[src/rtl/polyr_pkg.sv]
// Shared types and constants for the Horner polynomial evaluator.
package polyr_pkg;

  localparam int unsigned ACC_W     = 48;
  localparam int unsigned X_W       = 32;
  localparam int unsigned COEF_W    = 32;
  localparam int unsigned DEG_W     = 3;
  localparam int unsigned CFG_IDX_W = 3;
  localparam int unsigned OUT_W     = 16;
  localparam int unsigned MUL_A_W   = ACC_W / 2;
  localparam int unsigned PP_W      = MUL_A_W + X_W;
  localparam int unsigned PROD_W    = ACC_W + X_W;
  localparam int unsigned SUM_W     = ACC_W + 2;
  localparam int unsigned RND_W     = ACC_W + 1;

  localparam logic [ACC_W-1:0] ACC_MAX = {1'b0, {(ACC_W-1){1'b1}}};
  localparam logic [ACC_W-1:0] ACC_MIN = {1'b1, {(ACC_W-1){1'b0}}};

  localparam logic [OUT_W-1:0] OUT_MAX = {1'b0, {(OUT_W-1){1'b1}}};
  localparam logic [OUT_W-1:0] OUT_MIN = {1'b1, {(OUT_W-1){1'b0}}};

  localparam logic [CFG_IDX_W-1:0] REG_DEGREE = 3'd0;

  typedef enum logic [2:0] {
    ST_IDLE,
    ST_PREP,
    ST_MUL_LO,
    ST_MUL_HI,
    ST_ACCUM,
    ST_FMAG,
    ST_ROUND
  } state_e;

  typedef struct packed {
    logic load;
    logic prep;
    logic mul_lo;
    logic mul_hi;
    logic accum;
    logic fmag;
    logic round;
  } dp_ctrl_t;

endpackage

[src/rtl/polyr_cfg.sv]
// Configuration register file: degree and coefficients.
module polyr_cfg #(
  parameter int unsigned MAX_DEGREE = 6,
  localparam int unsigned NUM_COEFS = MAX_DEGREE + 1,
  localparam int unsigned CIDX_W    = $clog2(NUM_COEFS)
) (
  input  logic                                 clk_i,
  input  logic                                 rst_ni,
  input  logic                                 cfg_valid_i,
  input  logic [polyr_pkg::CFG_IDX_W-1:0]      cfg_index_i,
  input  logic [polyr_pkg::COEF_W-1:0]         cfg_data_i,
  input  logic [CIDX_W-1:0]                    coef_sel_i,
  output logic [polyr_pkg::DEG_W-1:0]          degree_o,
  output logic signed [polyr_pkg::COEF_W-1:0]  coef_o
);

  logic [polyr_pkg::DEG_W-1:0]  degree_q, degree_d;
  logic [polyr_pkg::COEF_W-1:0] coef_q [NUM_COEFS];
  logic [polyr_pkg::COEF_W-1:0] coef_d [NUM_COEFS];

  always_comb begin
    degree_d = degree_q;
    for (int k = 0; k < NUM_COEFS; k++) begin
      coef_d[k] = coef_q[k];
    end
    if (cfg_valid_i) begin
      if (cfg_index_i == polyr_pkg::REG_DEGREE) begin
        degree_d = cfg_data_i[polyr_pkg::DEG_W-1:0];
      end
      for (int k = 0; k < NUM_COEFS; k++) begin
        if ({1'b0, cfg_index_i} == (polyr_pkg::CFG_IDX_W+1)'(k + 1)) begin
          coef_d[k] = cfg_data_i;
        end
      end
    end
  end

  always_ff @(posedge clk_i or negedge rst_ni) begin
    if (!rst_ni) begin
      degree_q <= '0;
      for (int k = 0; k < NUM_COEFS; k++) begin
        coef_q[k] <= '0;
      end
    end else begin
      degree_q <= degree_d;
      for (int k = 0; k < NUM_COEFS; k++) begin
        coef_q[k] <= coef_d[k];
      end
    end
  end

  assign degree_o = degree_q;
  assign coef_o   = $signed(coef_q[coef_sel_i]);

endmodule

[config.mk]
export PLATFORM = sky130hd
export DESIGN_NAME = polyr_cfg
export DESIGN_NICKNAME = d
export VERILOG_FILES = /design/src/rtl/polyr_pkg.sv /design/src/rtl/polyr_cfg.sv
export SDC_FILE = /design/constraint.sdc
export NUM_CORES = 1
export LEC_CHECK = 0
export BUFFER_PORTS_ARGS = -buffer_cell sky130_fd_sc_hd__buf_2
export CAP_MARGIN = 20
export CORE_ASPECT_RATIO = 0.7
export CORE_UTILIZATION = 40
export CTS_CLUSTER_DIAMETER = 50
export DETAILED_ROUTE_END_ITERATION = 12
export SYNTH_ARGS = -nofsm -noshare
export SYNTH_HDL_FRONTEND = slang
export SYNTH_SLANG_ARGS = --single-unit
[constraint.sdc]
create_clock -name clk_i -period 1.8 [get_ports clk_i]
set_input_delay 0.09 -clock clk_i [delete_from_list [all_inputs] [get_ports clk_i]]
set_output_delay 0.09 -clock clk_i [all_outputs]
set_load 0.01 [all_outputs]
Yosys cells after proc, flatten, opt, wreduce, memory -nomap -nowiden
Cells that the tools add are included.
- register bits after elaboration: 227
- bits in latches: 0
- bits in writable memories: 0
- bits in read-only memories: 0
- bits of input ports: 41
- output and inout bits: 35
- word-level logic and storage cells: 29
- memories kept: 0
- add/subtract/negate cells: 0
- multiply operators: 0
- divide/modulo/power cells: 0
- $lt $le $gt $ge: 1
- equal/unequal tests: 7
- shift-type cells: 0
- muxes and demuxes: 3
- bitwise operators: 1
- reduce and logical (&&, ||, !) cells: 9
- operators with widths (cell ; number):
    32-bit binary-select mux with 3-bit select ; 1
    32-bit two-way mux ; 2
    2-bit AND reduction ; 8
    3-bit == test (second input constant) ; 4
    3-bit by 2-bit == test with 1-bit output (second input constant) ; 2
    4-bit >= comparator (second input constant) ; 1
    3-bit NOT with 4-bit output ; 1
    3-bit by 1-bit == test with 1-bit output (second input constant) ; 1
    3-bit zero test ; 1

Logic depth before layout (Yosys ltp)
- depth in word-level cells: 4
- depth in mapped cells: 6
- gate-level depth less buffers: 3

Worst setup path before layout
No wires, ideal clock.
- path kind: input to register
- from: input port cfg_valid_i
- to: register coef_q[161] in the netlist's numbering
- setup time: 0.125 ns
- arrival: 1.130 ns
- required time: 1.675 ns
- path slack: 0.545 ns
- stages: 5
- path buffers: 2
- cell sequence: buf_2 -> nand2b_4 -> nor3b_4 -> buf_6 -> mux2_2
- word-level cells in the longest chain between the ends: 1
- RTL lines (element ; line ; text):
    from (decl) ; polyr_cfg.sv:9 ; input logic cfg_valid_i,
    2-bit AND reduction (no line) ; - ;
    to (signal, indexed assignment) ; polyr_cfg.sv:47 ; coef_q[k] <= coef_d[k];
    to (decl) ; polyr_cfg.sv:18 ; logic [polyr_pkg::COEF_W-1:0] coef_q [NUM_COEFS];
Every way passes these cells.
A chain may end at the register's enable or synchronous reset.

Worst setup path after layout
- from: register coef_q[2] in the netlist's numbering
- to: output port coef_o[2] in the netlist's numbering
- word-level cells in the longest chain between the ends: 3
- RTL lines (element ; line ; text):
    32-bit binary-select mux with 3-bit select ; polyr_cfg.sv:53 ; assign coef_o = $signed(coef_q[coef_sel_i]);
    32-bit two-way mux (not written as such) (2 in series) ; polyr_cfg.sv:53 ;
    to (decl) ; polyr_cfg.sv:14 ; output logic signed [polyr_pkg::COEF_W-1:0] coef_o
Every way passes these cells. The select of a mux whose other input is x is not followed.

==> results.json <==
{
  "status": "finished clean",
  "core_area_mm2": 0.0256,
  "r2r_cells": 1,
  "fillers": 2295,
  "cpMaxStageDelayCell": "dfrtp_1",
  "synth-seq-cells": 227,
  "dpl_worst_slack_ns": 0.130,
  "ys_top_cells_by_count": "dfrtp_1, mux2_2, mux2i_1",
  "worstSetupStartpointType": "flip-flop",
  "cts_tree": "yes",
  "reg2reg_slack_ns": 1.01,
  "setup_slack_ns": 0.0850,
  "final_area_mm2": 0.0126,
  "die_y_um": 137,
  "synthCells": 745,
  "synth_area_mm2": 0.0104,
  "crit_path_start": "coef_q[2]",
  "critical_path_required_ns": 1.71,
  "avgViaCountPerCell": 5.29,
  "synth_area_leaders": "dfrtp_1, mux2_2, mux2i_1, a22o_1, a31oi_1",
  "synth.distinct_cells": 20,
  "syn_avg_cell_area_um2": 14.0,
  "dp_hpwl_mm": 14.5,
  "gp_congestion": 0.731,
  "drive_above_1_share": 0.476,
  "final_hold_viol_count": 0,
  "boundaryPins": 76,
  "synth_top_area_share": 0.544,
  "finClkSkew_ns": 0,
  "cts_made_buffers": 24,
  "grt_overflow_total": 0,
  "worst_pin_slew_ns": 1.03,
  "h-tree-depth": 1,
  "yosysWarnings": 0,
  "maxCapViolations": 0,
  "route.vias.total": 6358,
  "cts_buffer_depth": 3,
  "powerDensity_mw_per_mm2": 1170,
  "ys_seq_area_frac": 0.544,
  "total_power_w": 0.0147,
  "cpPeakStageDelay_ns": 0.34,
  "p_leak_nw": 5.62,
  "antennaDiodeCount": 0,
  "wl_per_cell_um": 20.0,
  "die_x_um": 195,
  "fin_crit_ns": 1.71,
  "synthArstFlopShare": 1.00,
  "drcViolationCount": 0,
  "grt_setup_unrepaired": "no",
  "path_clk_slew_ns": 0.07,
  "start_util": 0.407,
  "hold_class": "input port to async pin",
  "clk_latency_ns": 0.52,
  "r2r_start": "coef_q[98]",
  "dpl_cell_area_mm2": 0.0113,
  "grt_pass1_wl_mm": 39.2,
  "synth_edf_count": 0,
  "fin_crit_sh": 0.953,
  "rows": 49,
  "path_max_fanout": 2,
  "dr.pass1.iters": 4,
  "synth.most_common_cell": "dfrtp_1",
  "critical_path_class": "flip-flop to primary output",
  "ctsRootBufferMaster": "clkbuf_16",
  "synth_ff_type": "dfrtp_1",
  "path_cells": "mux2i_1 > or2_2 > a31oi_1 > buf_2",
  "drtIter0Drc": 263,
  "numPortBuffers": 75,
  "grt_pass1_vias": 6759,
  "synth_nets": 786,
  "final_util": 0.490,
  "max-slew-margin-rel": 0.311,
  "syn2layout_area_growth_pct": 20.3,
  "setup-violations-final": 0,
  "r2r-end": "coef_q[98]",
  "grt_max_degree": 89,
  "finalSetupTns_ns": 0,
  "wirelength_mm": 24.0,
  "fmax_mhz": 583,
  "yosysTopAreaCell": "dfrtp_1",
  "dieArea_mm2": 0.0268,
  "end_kind": "primary output",
  "antenna_found_initial": 0,
  "drv_slew": 0,
  "endpoint": "coef_o[2]",
  "post_cts_buffers": 0,
  "nNetsFinal": 894,
  "grt.total_usage": 0.189,
  "cts.sinks": 227,
  "vdd_drop_max_mv": 0.950,
  "worst_ep_arrival_time_ns": 1.62,
  "ant_nets": 0
}
## critical path: cells and delay by family (launching register included)
family          cells  cell delay (ns)
flops               1             0.34
compound gates      1             0.24
mux                 1             0.06
simple gates        1             0.27
buf+inv             1             0.18
## timing repair
action	in CTS	in global routing
hold buffers	33	0
gates resized for setup	1	7
setup endpoints to repair	1	6
hold endpoints to repair	454	0
## cell families (layout without fill, tap and decap cells)
kind of cell / after synthesis / count (layout) / synth area share
compound gates: 64 / 64 / 0.0460
mux: 323 / 323 / 0.337
flops: 227 / 227 / 0.544
simple gates: 77 / 77 / 0.0421
buf+inv: 54 / 180 / 0.0306
## final cells by class
type                    instances  area, um2  share of cell area
well taps                     331        414              0.0330
clock buffers                  30        684              0.0545
multi-input cells             464       4520               0.360
clock inverters                14        161              0.0129
flip-flops and latches        227       5680               0.453
repair buffers                136       1090              0.0869
## how the worst min path moves through the flow
stage                  endpoint    from  cells after the start  slack (ns)
finish              coef_q[133]  rst_ni                      2        0.06
global route        coef_q[133]  rst_ni                      2        0.07
CTS                 coef_q[167]  rst_ni                      2        0.05
detailed placement  coef_q[167]  rst_ni                      1      0.0009
global placement    coef_q[167]  rst_ni                      1       0.002
floorplan             coef_q[0]  rst_ni                      0       -0.21
## stage by stage
stage / instances / hold WS (ns)
floorplan: 745 / -0.206
global placement: 1125 / 0.00207
detailed placement: 1125 / 0.000931
CTS: 1202 / 0.0521
global route: 1202 / 0.0748
finish: 1202 / 0.0567
## report_power, final
group	internal [W]	total, W	switching (W)
registers	0.00623	0.00676	0.000534
logic	0.00154	0.00266	0.00112
clock network	0.00314	0.00526	0.00212
total	0.0109	0.0147	0.00378
## metal layers
metal / vias to the layer above / track usage / wire, um
li1: 2937 / - / -
met1: 3309 / 0.284 / 12700
met2: 83 / 0.291 / 10300
met3: 29 / 0.0288 / 691
met4: 0 / 0.0337 / 357
met5: - / 0 / 0
## flip-flops by register name, summed over array words and instances, names as in the netlist
signal,flops
degree_o,3
coef_q,224
## layout by cell type (no fill, tap or decap), types with 4 or more instances in the layout
cell type      count
dfrtp_1          227
mux2_2           224
mux2i_1           96
buf_2             73
nand2_1           33
dlygate4sd3_1     33
or2_2             32
a22o_1            32
a31oi_1           26
clkbuf_16         25
buf_4             16
buf_12            13
clkinv_2           6
a31oi_2            4
clkbuf_8           4
Note: power is estimated with default switching activity, not from simulation.
