`src/rtl/polyr_pkg.sv`:
```
// Shared types and constants for the Horner polynomial evaluator.
package polyr_pkg;

  localparam int unsigned ACC_W     = 48;
  localparam int unsigned X_W       = 32;
  localparam int unsigned COEF_W    = 32;
  localparam int unsigned DEG_W     = 3;
  localparam int unsigned CFG_IDX_W = 3;
  localparam int unsigned OUT_W     = 16;
  localparam int unsigned MUL_A_W   = ACC_W / 2;
  localparam int unsigned PP_W      = MUL_A_W + X_W;
  localparam int unsigned PROD_W    = ACC_W + X_W;
  localparam int unsigned SUM_W     = ACC_W + 2;
  localparam int unsigned RND_W     = ACC_W + 1;

  localparam logic [ACC_W-1:0] ACC_MAX = {1'b0, {(ACC_W-1){1'b1}}};
  localparam logic [ACC_W-1:0] ACC_MIN = {1'b1, {(ACC_W-1){1'b0}}};

  localparam logic [OUT_W-1:0] OUT_MAX = {1'b0, {(OUT_W-1){1'b1}}};
  localparam logic [OUT_W-1:0] OUT_MIN = {1'b1, {(OUT_W-1){1'b0}}};

  localparam logic [CFG_IDX_W-1:0] REG_DEGREE = 3'd0;

  typedef enum logic [2:0] {
    ST_IDLE,
    ST_PREP,
    ST_MUL_LO,
    ST_MUL_HI,
    ST_ACCUM,
    ST_FMAG,
    ST_ROUND
  } state_e;

  typedef struct packed {
    logic load;
    logic prep;
    logic mul_lo;
    logic mul_hi;
    logic accum;
    logic fmag;
    logic round;
  } dp_ctrl_t;

endpackage

```
`src/rtl/polyr_ctrl.sv`:
```
// Sequencer: walks coefficients from the top down and steps the datapath.
module polyr_ctrl #(
  parameter int unsigned MAX_DEGREE = 6,
  localparam int unsigned CIDX_W    = $clog2(MAX_DEGREE + 1)
) (
  input  logic                        clk_i,
  input  logic                        rst_ni,
  input  logic                        start,
  input  logic [polyr_pkg::DEG_W-1:0] degree_i,
  output logic                        busy,
  output logic                        done_o,
  output logic [CIDX_W-1:0]           coef_sel_o,
  output polyr_pkg::dp_ctrl_t         ctrl_o
);

  polyr_pkg::state_e state_q, state_d;
  logic [CIDX_W-1:0] idx_q, idx_d;
  logic              done_q, done_d;
  logic [CIDX_W-1:0] deg_clamp;

  assign deg_clamp = (degree_i > polyr_pkg::DEG_W'(MAX_DEGREE)) ? CIDX_W'(MAX_DEGREE)
                                                                 : degree_i[CIDX_W-1:0];

  always_comb begin
    state_d = state_q;
    idx_d   = idx_q;
    done_d  = 1'b0;
    ctrl_o  = '0;
    case (state_q)
      polyr_pkg::ST_IDLE: begin
        if (start) begin
          ctrl_o.load = 1'b1;
          idx_d       = deg_clamp;
          state_d     = polyr_pkg::ST_PREP;
        end
      end
      polyr_pkg::ST_PREP: begin
        ctrl_o.prep = 1'b1;
        state_d     = polyr_pkg::ST_MUL_LO;
      end
      polyr_pkg::ST_MUL_LO: begin
        ctrl_o.mul_lo = 1'b1;
        state_d       = polyr_pkg::ST_MUL_HI;
      end
      polyr_pkg::ST_MUL_HI: begin
        ctrl_o.mul_hi = 1'b1;
        state_d       = polyr_pkg::ST_ACCUM;
      end
      polyr_pkg::ST_ACCUM: begin
        ctrl_o.accum = 1'b1;
        if (idx_q == '0) begin
          state_d = polyr_pkg::ST_FMAG;
        end else begin
          idx_d   = idx_q - CIDX_W'(1);
          state_d = polyr_pkg::ST_PREP;
        end
      end
      polyr_pkg::ST_FMAG: begin
        ctrl_o.fmag = 1'b1;
        state_d     = polyr_pkg::ST_ROUND;
      end
      polyr_pkg::ST_ROUND: begin
        ctrl_o.round = 1'b1;
        done_d       = 1'b1;
        state_d      = polyr_pkg::ST_IDLE;
      end
      default: begin
        state_d = polyr_pkg::ST_IDLE;
      end
    endcase
  end

  always_ff @(posedge clk_i or negedge rst_ni) begin
    if (!rst_ni) begin
      state_q <= polyr_pkg::ST_IDLE;
      idx_q   <= '0;
      done_q  <= 1'b0;
    end else begin
      state_q <= state_d;
      idx_q   <= idx_d;
      done_q  <= done_d;
    end
  end

  assign busy       = (state_q != polyr_pkg::ST_IDLE);
  assign done_o     = done_q;
  assign coef_sel_o = idx_q;

endmodule

```
`config.mk`:
```
export PLATFORM = sky130hd
export DESIGN_NAME = polyr_ctrl
export DESIGN_NICKNAME = d
export VERILOG_FILES = /design/src/rtl/polyr_pkg.sv /design/src/rtl/polyr_ctrl.sv
export SDC_FILE = /design/constraint.sdc
export NUM_CORES = 1
export LEC_CHECK = 0
export ABC_AREA = 1
export BUFFER_PORTS_ARGS = -buffer_cell sky130_fd_sc_hd__buf_2
export CAP_MARGIN = 20
export CORE_AREA = 2 2 39 41
export CTS_CLUSTER_DIAMETER = 80
export DETAILED_ROUTE_END_ITERATION = 12
export DIE_AREA = 0 0 41 43
export GPL_TIMING_DRIVEN = 0
export REMOVE_ABC_BUFFERS = 1
export SETUP_SLACK_MARGIN = 0.15
export SYNTH_ARGS = -nofsm -noshare
export SYNTH_HDL_FRONTEND = slang
export SYNTH_SLANG_ARGS = --single-unit
```
`constraint.sdc`:
```
create_clock -name clk_i -period 1.6 [get_ports clk_i]
set_clock_uncertainty 0.05 [all_clocks]
set_input_delay 0.24 -clock clk_i [delete_from_list [all_inputs] [get_ports clk_i]]
set_output_delay 0.24 -clock clk_i [all_outputs]
set_load 0.01 [all_outputs]
```
Word-level counts from Yosys, hierarchy flattened
Index checks and enable logic that the tools add are counted.
{"block": "totals", "register_bits": 7, "latchBits": 0, "ram_bits": 0, "mem_bits_ro": 0, "inputBits": 6, "out_inout_bits": 12, "elab_cells": 33, "memories": 0}
{"block": "classes", "add_sub_neg": 1, "multipliers": 0, "div": 0, "n_lt_le_gt_ge": 1, "n_eq_ne": 8, "shift": 0, "n_mux": 15, "n_bitwise": 0, "reduce_logical": 5}
{"operator": "3-bit case mux with 6 select lines", "count": 1}
{"operator": "3-bit 2-to-1 mux", "count": 5}
{"operator": "3-bit equality test, second input constant", "count": 3}
{"operator": "1-bit 2-to-1 mux", "count": 8}
{"operator": "3-bit by 2-bit equality test with 1-bit output, second input constant", "count": 2}
{"operator": "3-bit logical NOT", "count": 2}
{"operator": "3-bit case mux with 2 select lines", "count": 1}
{"operator": "2-bit != test, second input constant", "count": 2}
{"operator": "3-bit by 1-bit equality test with 1-bit output, second input constant", "count": 1}
{"operator": "3-bit greater-than comparator, second input constant", "count": 1}
{"operator": "3-bit AND reduction", "count": 1}
{"operator": "3-bit nonzero test", "count": 1}
{"operator": "3-bit by 1-bit subtractor with 3-bit output, second input constant", "count": 1}
{"operator": "2-bit nonzero test", "count": 1}

Longest topological paths before layout
Gate-level depths: netlist of run 1.
{"block": "logic_depth", "word_depth": 4, "ltp_mapped": 8, "ltp_nobuf": 8}

Worst setup path before layout of run 1
No wires, ideal clock.
{"block": "synth_path", "kind": "register to register", "start": "register idx_q[0], in the netlist coef_sel_o[0]", "end": "register idx_q[2], in the netlist coef_sel_o[2]", "setup_ps": 65, "arrival_ps": 1186, "required_ps": 1485, "slack_ps": 299, "path_stages_with_launch": 8, "path_buffers": 0, "period_less_slack_ps": 1301, "cell_sequence": "dfrtp_1 > inv_1 > ha_1 > ha_1 > nand3b_1 > nand2_1 > nand2_1 > nand2_1"}
{"block": "synth_between", "elab_chain_cells": 3, "elab_cells_between_ends": 6, "classes_between": "add/sub (1); eq/ne (1); mux (2); reduce/logical (2)"}
{"element": "start: declaration", "line": "polyr_ctrl.sv:17", "text": "logic [CIDX_W-1:0] idx_q, idx_d;"}
{"element": "start signal: assignment", "line": "polyr_ctrl.sv:80", "text": "idx_q <= idx_d;"}
{"element": "3-bit by 1-bit subtractor with 3-bit output / 3-bit logical NOT (equally long branches)", "line": "polyr_ctrl.sv:54, polyr_ctrl.sv:51"}
{"element": "3-bit 2-to-1 mux / 2-bit != test (equally long branches)"}
{"element": "3-bit case mux with 2 select lines / 3-bit AND reduction (equally long branches)"}
Several ways; a longest one is shown, not always the timed one. The select of a mux whose other input is x is not followed.
A chain may end at the register's enable or synchronous reset.

==> summary.md, run 1 <==
| Metric | Value |
|---|---|
| Detailed-route DRC error count | `0` |
| CP arrival | `1190 ps` |
| Kind of critical path | `flop to primary output` |
| Initial DRC Count | `2` |
| Cell area after synthesis | `454 um^2` |
| DRT antenna net count | `0` |
| Min-Delay Path Class | `input port to flop` |
| Top cell type's share of synthesized area | `0.386` |
| Final number of setup-violating endpoints | `0` |
| Fmax | `676 MHz` |
| Minimum clock period | `1480 ps` |
| Endpoints failing hold | `0` |
| Vias | `416` |
| Max-slew headroom | `0.854` |
| Final Total Pwr | `1.13 mW` |
| Clock latency on the worst-skew pair | `240 ps` |
| PD cells | `1820 mW/mm^2` |
| RSZ-0062 raised after global routing | `yes` |
| Avg Synthesized Cell Area | `7.33 um^2` |
| Max Cap Violations | `0` |
| H-Tree Depth | `1` |
| VDD IR max | `0.000805 V` |
| CP Capture Type | `primary output` |
| R2r worst-path depth | `7` |
| RePlAce Congestion | `0.672` |
| Final non-filler cell area | `619 um^2` |
| Core area | `0.00138 mm^2` |
| Critical R2R Capture | `coef_sel_o[2]` |
| Layout cells sized above 1 | `0.440` |
| Antenna cells | `0` |
| Multi-input logic area | `223 um^2` |
| Initial Utilization | `0.328` |
| Worst reg2reg path startpoint | `coef_sel_o[0]` |
| Wirelength, routed | `847 um` |
| Ports | `18` |
| CP max FO | `3` |
| Layer with the highest usage | `met2` |
| Vias in the first global route | `369` |
| LEAKAGE | `0.377 nW` |
| Crit path launch type | `flop` |
| Yosys cell types | `16` |
| Maximum clock insertion buffer count | `2` |
| CTS Buf Count | `3` |
| Largest cells by area after synthesis | `dfrtp_1 (39%), nand2_1 (17%), inv_1 (8.3%)` |
| Outcome | `completed` |
| Post-DP Area | `537 um^2` |
| Initial antenna violation count | `0` |
| CTS tree | `done` |
| FF+latch count, synth | `7` |
| # nets final | `93` |
| Pre-CTS setup slack | `294 ps` |
| Port buffer count | `17` |
| Routed wire per std cell | `8.47 um` |
| Remaining Overflow, GRT | `0` |
| Final Cycle Share | `0.924` |
| CTS Sinks | `7` |
| Post-synth top area cell | `dfrtp_1` |
| Fillers | `156` |
| Worst Hold End | `state_q[0]` |
| Clock-pin slew on the worst setup and hold paths | `50 ps` |
| Pre-Repair DR Iteration Count | `2` |
| Final WS setup | `121 ps` |
| Clk root buf | `clkbuf_4` |
| Die H | `43 um` |
| Post-Synthesis Cells | `62` |
| R2R Setup Slk | `300 ps` |
| Post-Route Setup TNS | `0 ps` |
| Reg area | `179 um^2` |
| Hold slack final | `229 ps` |
| Met3 Use GR | `0.0157` |
| Synth warnings | `0` |
| Hold path depth | `3` |
| Met2 Use GR | `0.194` |
| Pin count of the biggest net entering global routing | `11` |
| Rows | `14` |
| Via density | `4.16` |
| Slew Viols, Final | `0` |
| Min-delay src | `start` |
| First-pass GRT wire length | `1460 um` |
| Worst Tran Pin Value | `220 ps` |
| Die W | `41 um` |
| Met1 Track Usage GR | `0.151` |
| GRT Resource Usage Total | `0.121` |
| Area grow syn2layout | `36.4%` |
| Worst EP required | `1310 ps` |
| Total die area | `0.00176 mm^2` |
| Sequential area share after synthesis | `0.386` |
## registers in the layout, indices dropped and copies added (netlist names)
signal / count
coef_sel_o: 3
done_o: 1
state_q: 3
## final cells by class
cell class | count | share of cell area
flip-flops and latches | 7 | 0.289
repair buffers | 20 | 0.198
inverters | 13 | 0.0788
multi-input cells | 40 | 0.360
well taps | 16 | 0.0323
clock buffers | 4 | 0.0424
## layer usage
| metal | share of wire | up-vias |
|---|---|---|
| met4 | 0 | 0 |
| met5 | 0 | - |
| met1 | 0.43 | 174 |
| li1 | - | 231 |
| met2 | 0.50 | 11 |
| met3 | 0.068 | 0 |
## cells by family (layout without fill, tap and decap cells)
kind of cell / Yosys count / in the layout / share of synthesized area
adders and majority gates: 2 / 2 / 0.0551
DFF: 7 / 7 / 0.386
AOI/OAI and AO/OA: 2 / 2 / 0.0303
and+or+nand+nor: 36 / 36 / 0.372
buffers and inverters: 15 / 37 / 0.157
## critical path, cell delays in order, from the launching register on
cell and delay, ps:
dfrtp_2 400, inv_2 50, or2_4 270, nor2_4 110
buf_6 110
## power breakdown
part           switching, mW  total, mW  internal (mW)
Combinational          0.342      0.631          0.289
Clock                 0.0568      0.151         0.0946
Sequential            0.0899      0.347          0.257
## worst max-delay path by stage
stage,from,cells past startpoint,to,slack (ps)
floorplan,coef_sel_o[0],7,coef_sel_o[2],290
global placement,coef_sel_o[0],7,coef_sel_o[2],300
detailed placement,coef_sel_o[0],7,coef_sel_o[2],290
CTS,state_q[1],4,ctrl_o[0],80
global route,state_q[1],4,ctrl_o[0],70
finish,state_q[1],4,ctrl_o[0],120
## through the flow
| step | util | std cells |
|---|---|---|
| floorplan | - | 60 |
| global placement | 0.388 | 93 |
| detailed placement | 0.388 | 93 |
| CTS | 0.446 | 100 |
| global route | 0.448 | 100 |
| finish | 0.448 | 100 |
## Yosys cell counts, drive strengths merged
master / count
ha: 2
a21oi: 1
inv: 13
buf: 2
nand2: 21
nor2: 7
dfrtp: 7
o21ai: 1
nand3b: 2
nand3: 5
or2: 1
## placed cells by master, fill, tap and decap left out, drive strengths merged
cell type | Yosys | final
dfrtp | 7 | 7
clkbuf | 0 | 4
o21ai | 1 | 1
ha | 2 | 2
nand3b | 2 | 2
or2 | 1 | 1
nand3 | 5 | 5
inv | 13 | 13
buf | 2 | 19
dlygate4sd3 | 0 | 1
a21oi | 1 | 1
nor2 | 7 | 7
nand2 | 21 | 21
## repair_timing
action | 4_1_cts | 5_1_grt
endpoints found under the setup margin | 5 | 5
pin swaps | 3 | 3
hold buffers | 1 | 0
endpoints found under the hold margin | 7 | 0
resized for setup | 8 | 2
setup buffers | 2 | 0
gates cloned | 0 | 0
No activity file was read; power rests on OpenSTA's default activity.
==> run 2, diff against run 1 <==
- BUFFER_PORTS_ARGS: -buffer_cell sky130_fd_sc_hd__buf_2 -> -buffer_cell sky130_fd_sc_hd__buf_4
- HOLD_SLACK_MARGIN: default -> 0.06
==> summary.md, run 2 (same netlist as run 1, synthesis figures left out) <==
| Metric | Value |
|---|---|
| Clock power share | `0.129 (-0.005)` |
| Wirelength, routed | `910 um (+7.4%)` |
| Rows | `14 (unchanged)` |
| CP max FO | `3 (unchanged)` |
| Port buffer count | `17 (unchanged)` |
| CP Capture Type | `primary output` |
| Hold slack final | `212 ps (-16.6 ps)` |
| Final number of setup-violating endpoints | `0 (unchanged)` |
| Pre-Repair DR Iteration Count | `3 (+1)` |
| First-pass GRT wire length | `1430 um (-2.3%)` |
| Pin count of the biggest net entering global routing | `11 (unchanged)` |
| # nets final | `95 (+2.2%)` |
| RePlAce Congestion | `0.677 (+0.77%)` |
| CP arrival | `1190 ps (about the same)` |
| Endpoints failing hold | `0 (unchanged)` |
| Kind of critical path | `flop to primary output` |
| Initial antenna violation count | `0 (unchanged)` |
| DRT antenna net count | `0 (unchanged)` |
| Max Cap Violations | `0 (unchanged)` |
| LEAKAGE | `0.395 nW (+4.8%)` |
| Minimum clock period | `1480 ps (+3.85 ps)` |
| Net load switching power | `0.514 mW (+5.1%)` |
| Maximum clock insertion buffer count | `2 (unchanged)` |
| CTS tree | `done` |
| Vias | `423 (+1.7%)` |
| CP max stage cell | `dfrtp_1` |
| Ports | `18 (unchanged)` |
| Fillers | `140 (-10%)` |
| Max-slew headroom | `0.860 (+0.00662)` |
| Initial DRC Count | `6 (+4)` |
| Detailed-route DRC error count | `0 (unchanged)` |
| Die W | `41 um (unchanged)` |
| Pre-CTS setup slack | `274 ps (-20.4 ps)` |
| Layout cells sized above 1 | `0.442 (+0.00138)` |
| VDD IR max | `0.000939 V (+17%)` |
| Via density | `4.15 (-0.31%)` |
| P_int | `0.715 mW (+12%)` |
| Core area | `0.00138 mm^2 (unchanged)` |
| Vias in the first global route | `356 (-3.5%)` |
| Routed wire per std cell | `8.92 um (+5.3%)` |
| Worst Tran Pin Value | `210 ps (-9.93 ps)` |
| Reg power frac | `0.279 (-0.028)` |
| Remaining Overflow, GRT | `0 (unchanged)` |
| Max incr delay on CP | `420 ps (+20 ps)` |
| CTS Buf Count | `3 (unchanged)` |
| Min-Delay Path Class | `input port to flop` |
| GRT Resource Usage Total | `0.123 (+0.00203)` |
| Final HPWL DP | `678 um` |
| Die H | `43 um (unchanged)` |
| RSZ-0062 raised after global routing | `yes` |
| Antenna cells | `0 (unchanged)` |
| Crit path cell chain | `inv_2 > or2_4 > nor2_4 > buf_4` |
| CTS Sinks | `7 (unchanged)` |
| Clk root buf | `clkbuf_4` |
| Clock-pin slew on the worst setup and hold paths | `50 ps (about the same)` |
| Net Sw Frac | `0.418 (-0.0147)` |
| Most frequent cells in the layout | `nand2_1 (20), buf_4 (20), inv_1 (9)` |
| Post-Route Setup TNS | `0 ps (unchanged)` |
| Total die area | `0.00176 mm^2 (unchanged)` |
| Worst EP required | `1310 ps (about the same)` |
| Slew Viols, Final | `0 (unchanged)` |
| Clock latency on the worst-skew pair | `250 ps (about the same)` |
| PD cells | `1840 mW/mm^2 (+1.1%)` |
| Initial Utilization | `0.328 (unchanged)` |
| Final WS setup | `117 ps (-3.85 ps)` |
| Crit path launch type | `flop` |
| H-Tree Depth | `1 (unchanged)` |
| Fmax | `674 MHz (-0.26%)` |
| Combinational power share | `0.592 (+0.033)` |
| Area grow syn2layout | `46.8%` |
| Final Cycle Share | `0.927 (+0.00241)` |
| Outcome | `completed` |
run 2: metrics by stage:
stage	instance area (um^2)	utilization	power, mW	cells
finish	667	0.482	1.23	102
detailed placement	579	0.419	0.959	93
global route	667	0.482	1.36	102
CTS	643	0.465	1.20	100
floorplan	432	-	0.705	60
global placement	579	0.419	0.948	93
run 2: path summary, 6_finish.rpt:
kind                       slack [ps]  depth (start not counted)             to           from
setup / recovery                  120                          4      ctrl_o[4]     state_q[1]
hold / removal                    210                          3     state_q[0]          start
setup reg to reg                  270                          7  coef_sel_o[2]  coef_sel_o[0]
hold reg to reg                   460                          2  coef_sel_o[2]  coef_sel_o[2]
max in group asynchronous        1090                          2     state_q[0]         rst_ni
min in group asynchronous         280                          2         done_o         rst_ni
run 2: power by group through the flow:
stage	Combinational (mW)	Clock [mW]	Sequential, mW
after global placement	0.606	0	0.341
after floorplan	0.357	0	0.347
after detailed placement	0.616	0	0.343
after CTS	0.688	0.163	0.345
final	0.728	0.158	0.344
after global routing	0.819	0.186	0.358
run 2: layer usage:
metal / vias to the layer above / global-route usage / wire length [um]
met2: 13 / 0.178 / 420
met3: 2 / 0.0471 / 68
met5: - / 0 / 0
met4: 0 / 0.0600 / 11
met1: 176 / 0.154 / 410
li1: 232 / - / -
run 2: repair_timing:
action / in CTS / in global routing
endpoints found under the setup margin: 7 / 6
resized for setup: 5 / 3
pin swaps: 2 / 1
hold buffers: 1 / 0
buffers inserted: 2 / 2
endpoints found under the hold margin: 7 / 0
run 2: final cells by class:
type,instances,area (um^2),share of cell area
repair buffers,22,171,0.257
inverters,13,48.8,0.0732
well taps,16,20.0,0.0300
clock buffers,4,26.3,0.0394
flip-flops and latches,7,178,0.266
multi-input cells,40,223,0.334
run 2: worst max-delay path: cells and delay by family, from the launching register on:
family,cells,cell delay (ps)
flops,1,420
buf+inv,2,180
simple gates,2,340
==> run 3, diff against run 2 <==
- CTS_BUF_LIST: default -> sky130_fd_sc_hd__clkbuf_8 sky130_fd_sc_hd__clkbuf_16
==> summary.md, run 3 (same netlist as run 1, synthesis figures left out) <==
| Metric | Value |
|---|---|
| Outcome | `completed` |
| P_int | `0.769 mW (+7.4%)` |
| Pin count of the biggest net entering global routing | `11 (unchanged)` |
| Rows | `14 (unchanged)` |
| Critical path's top delay family | `flip-flops` |
| Buf+Inv Stages, Crit Path | `2 (unchanged)` |
| Layout cells sized above 1 | `0.435 (-0.00657)` |
| Fmax | `687 MHz (+1.9%)` |
| Crit path launch type | `flop` |
| RSZ-0062 raised after global routing | `yes` |
| Final number of setup-violating endpoints | `0 (unchanged)` |
| Clock power share | `0.184 (+0.055)` |
| Most common cell after layout, fill and taps aside | `nand2_1` |
| Initial antenna violation count | `0 (unchanged)` |
| Endpoints failing hold | `0 (unchanged)` |
| H-Tree Depth | `1 (unchanged)` |
| Maximum clock insertion buffer count | `2 (unchanged)` |
| Reg power frac | `0.266 (-0.013)` |
| Net load switching power | `0.521 mW (+1.4%)` |
| Detailed-route DRC error count | `0 (unchanged)` |
| CP arrival | `1170 ps (-20 ps)` |
| CP max FO | `3 (unchanged)` |
| Max incr delay on CP | `410 ps (about the same)` |
| Min-delay src | `start` |
| Via density | `4.11 (-0.92%)` |
| Critical Path Source | `state_q[1]` |
| CP Capture Type | `primary output` |
| Core area | `0.00138 mm^2 (unchanged)` |
| Post-Route Setup TNS | `0 ps (unchanged)` |
| RePlAce Congestion | `0.677 (unchanged)` |
| DRT antenna net count | `0 (unchanged)` |
| Most frequent cells in the layout | `nand2_1 (20), buf_4 (19), inv_1 (10)` |
| Antenna cells | `0 (unchanged)` |
| Total die area | `0.00176 mm^2 (unchanged)` |
| PD cells | `1900 mW/mm^2 (+3.1%)` |
| Minimum clock period | `1460 ps (-27.3 ps)` |
| Routed wire per std cell | `9.09 um (+1.9%)` |
| Area grow syn2layout | `49.3%` |
| Worst Tran Pin Value | `216 ps (+5.97 ps)` |
| CTS tree | `done` |
| Die H | `43 um (unchanged)` |
| Worst Hold End | `state_q[0]` |
| Clock latency on the worst-skew pair | `220 ps (-30 ps)` |
| Critical R2R Capture | `coef_sel_o[2]` |
| Crit path cell chain | `inv_2 > or2_4 > nor2_4 > buf_6` |
| Final core occ | `0.490 (+0.00814)` |
| Initial DRC Count | `6 (unchanged)` |
| Slew Viols, Final | `0 (unchanged)` |
| R2r worst-path depth | `7 (unchanged)` |
| CP max stage cell | `dfrtp_1` |
| Vias in the first global route | `350 (-1.7%)` |
| Remaining Overflow, GRT | `0 (unchanged)` |
| Max-slew headroom | `0.856 (-0.00398)` |
| Worst reg2reg path startpoint | `coef_sel_o[0]` |
| Final Cycle Share | `0.910 (-0.0171)` |
| First-pass GRT wire length | `1390 um (-2.9%)` |
| R2R Setup Slk | `270 ps (about the same)` |
| Port buffer count | `17 (unchanged)` |
| Final HPWL DP | `678 um (unchanged)` |
| Clk root buf | `clkbuf_8` |
| Clock-pin slew on the worst setup and hold paths | `40 ps (about the same)` |
| CTS Sinks | `7 (unchanged)` |
| Net Sw Frac | `0.404 (-0.0141)` |
| Initial Utilization | `0.328 (unchanged)` |
| Die W | `41 um (unchanged)` |
| Pre-Repair DR Iteration Count | `2 (-1)` |
| Vias | `415 (-1.9%)` |
| Min-Delay Path Class | `input port to flop` |
| GRT Resource Usage Total | `0.120 (-0.00305)` |
| CTS Buf Count | `3 (unchanged)` |
| Ports | `18 (unchanged)` |
| # nets final | `94 (-1.1%)` |
| LEAKAGE | `0.402 nW (+1.8%)` |
| Max Cap Violations | `0 (unchanged)` |
| Combinational power share | `0.549 (-0.043)` |
| Kind of critical path | `flop to primary output` |
| Worst EP required | `1310 ps (about the same)` |
| Wirelength, routed | `918 um (+0.88%)` |
| VDD IR max | `0.00105 V (+12%)` |
| Hold path depth | `3 (unchanged)` |
## run 3: through the flow
| stage | setup slack, ps | cells | total power [mW] | cell area [um^2] | hold WS (ps) |
|---|---|---|---|---|---|
| 6_report | 144 | 101 | 1.29 | 678 | 241 |
| 5_1_grt | 78.3 | 101 | 1.42 | 678 | 254 |
| 4_1_cts | 109 | 100 | 1.28 | 662 | 237 |
| 3_5_place_dp | 274 | 93 | 0.959 | 579 | 3.93 |
| 3_3_place_gp | 292 | 93 | 0.948 | 579 | 3.39 |
| 2_1_floorplan | 295 | 60 | 0.705 | 432 | -106 |
## run 3: worst register-to-register path, cell delays in order, from the launching register on
cell and delay, ps:
dfrtp_1 360, inv_1 70, ha_1 200, ha_1 260, nand3b_1 150, nand2_1 70, nand2_1 50, nand2_1 60
## run 3: power groups by stage
stage / clock network [mW] / registers (mW) / logic (mW)
6_report: 0.238 / 0.344 / 0.709
2_1_floorplan: 0 / 0.347 / 0.357
3_5_place_dp: 0 / 0.343 / 0.616
4_1_cts: 0.243 / 0.346 / 0.689
5_1_grt: 0.262 / 0.357 / 0.796
3_3_place_gp: 0 / 0.341 / 0.606
## run 3: how the worst max path moves through the flow
| stage | to | slack, ps | cells after the start |
|---|---|---|---|
| 2_1_floorplan | coef_sel_o[2] | 290 | 7 |
| 3_3_place_gp | ctrl_o[0] | 290 | 3 |
| 3_5_place_dp | coef_sel_o[2] | 270 | 7 |
| 4_1_cts | ctrl_o[4] | 110 | 4 |
| 5_1_grt | ctrl_o[4] | 80 | 4 |
| 6_report | ctrl_o[0] | 140 | 4 |
## run 3: repair_timing
| action | in CTS | in global routing |
|---|---|---|
| hold buffers | 1 | 0 |
| setup endpoints to repair | 5 | 5 |
| setup buffers | 2 | 1 |
| hold endpoints to repair | 7 | 0 |
| gates resized for setup | 5 | 3 |
| pin swaps | 2 | 1 |
## run 3: final cells by class
| cell class | count | area [um^2] |
|---|---|---|
| Clock buffer | 3 | 41.3 |
| Clock inverter | 1 | 3.75 |
| Fill cell | 137 | 706 |
| Inverter | 13 | 48.8 |
| Multi-Input combinational cell | 40 | 223 |
| Sequential cell | 7 | 178 |
| Tap cell | 16 | 20.0 |
| Timing Repair Buffer | 21 | 164 |
## run 3: layer usage
layer | GRT usage | wire length (um)
met1 | 0.144 | 426
met2 | 0.178 | 430
met3 | 0.0471 | 62
met4 | 0.0600 | 0
met5 | 0 | 0
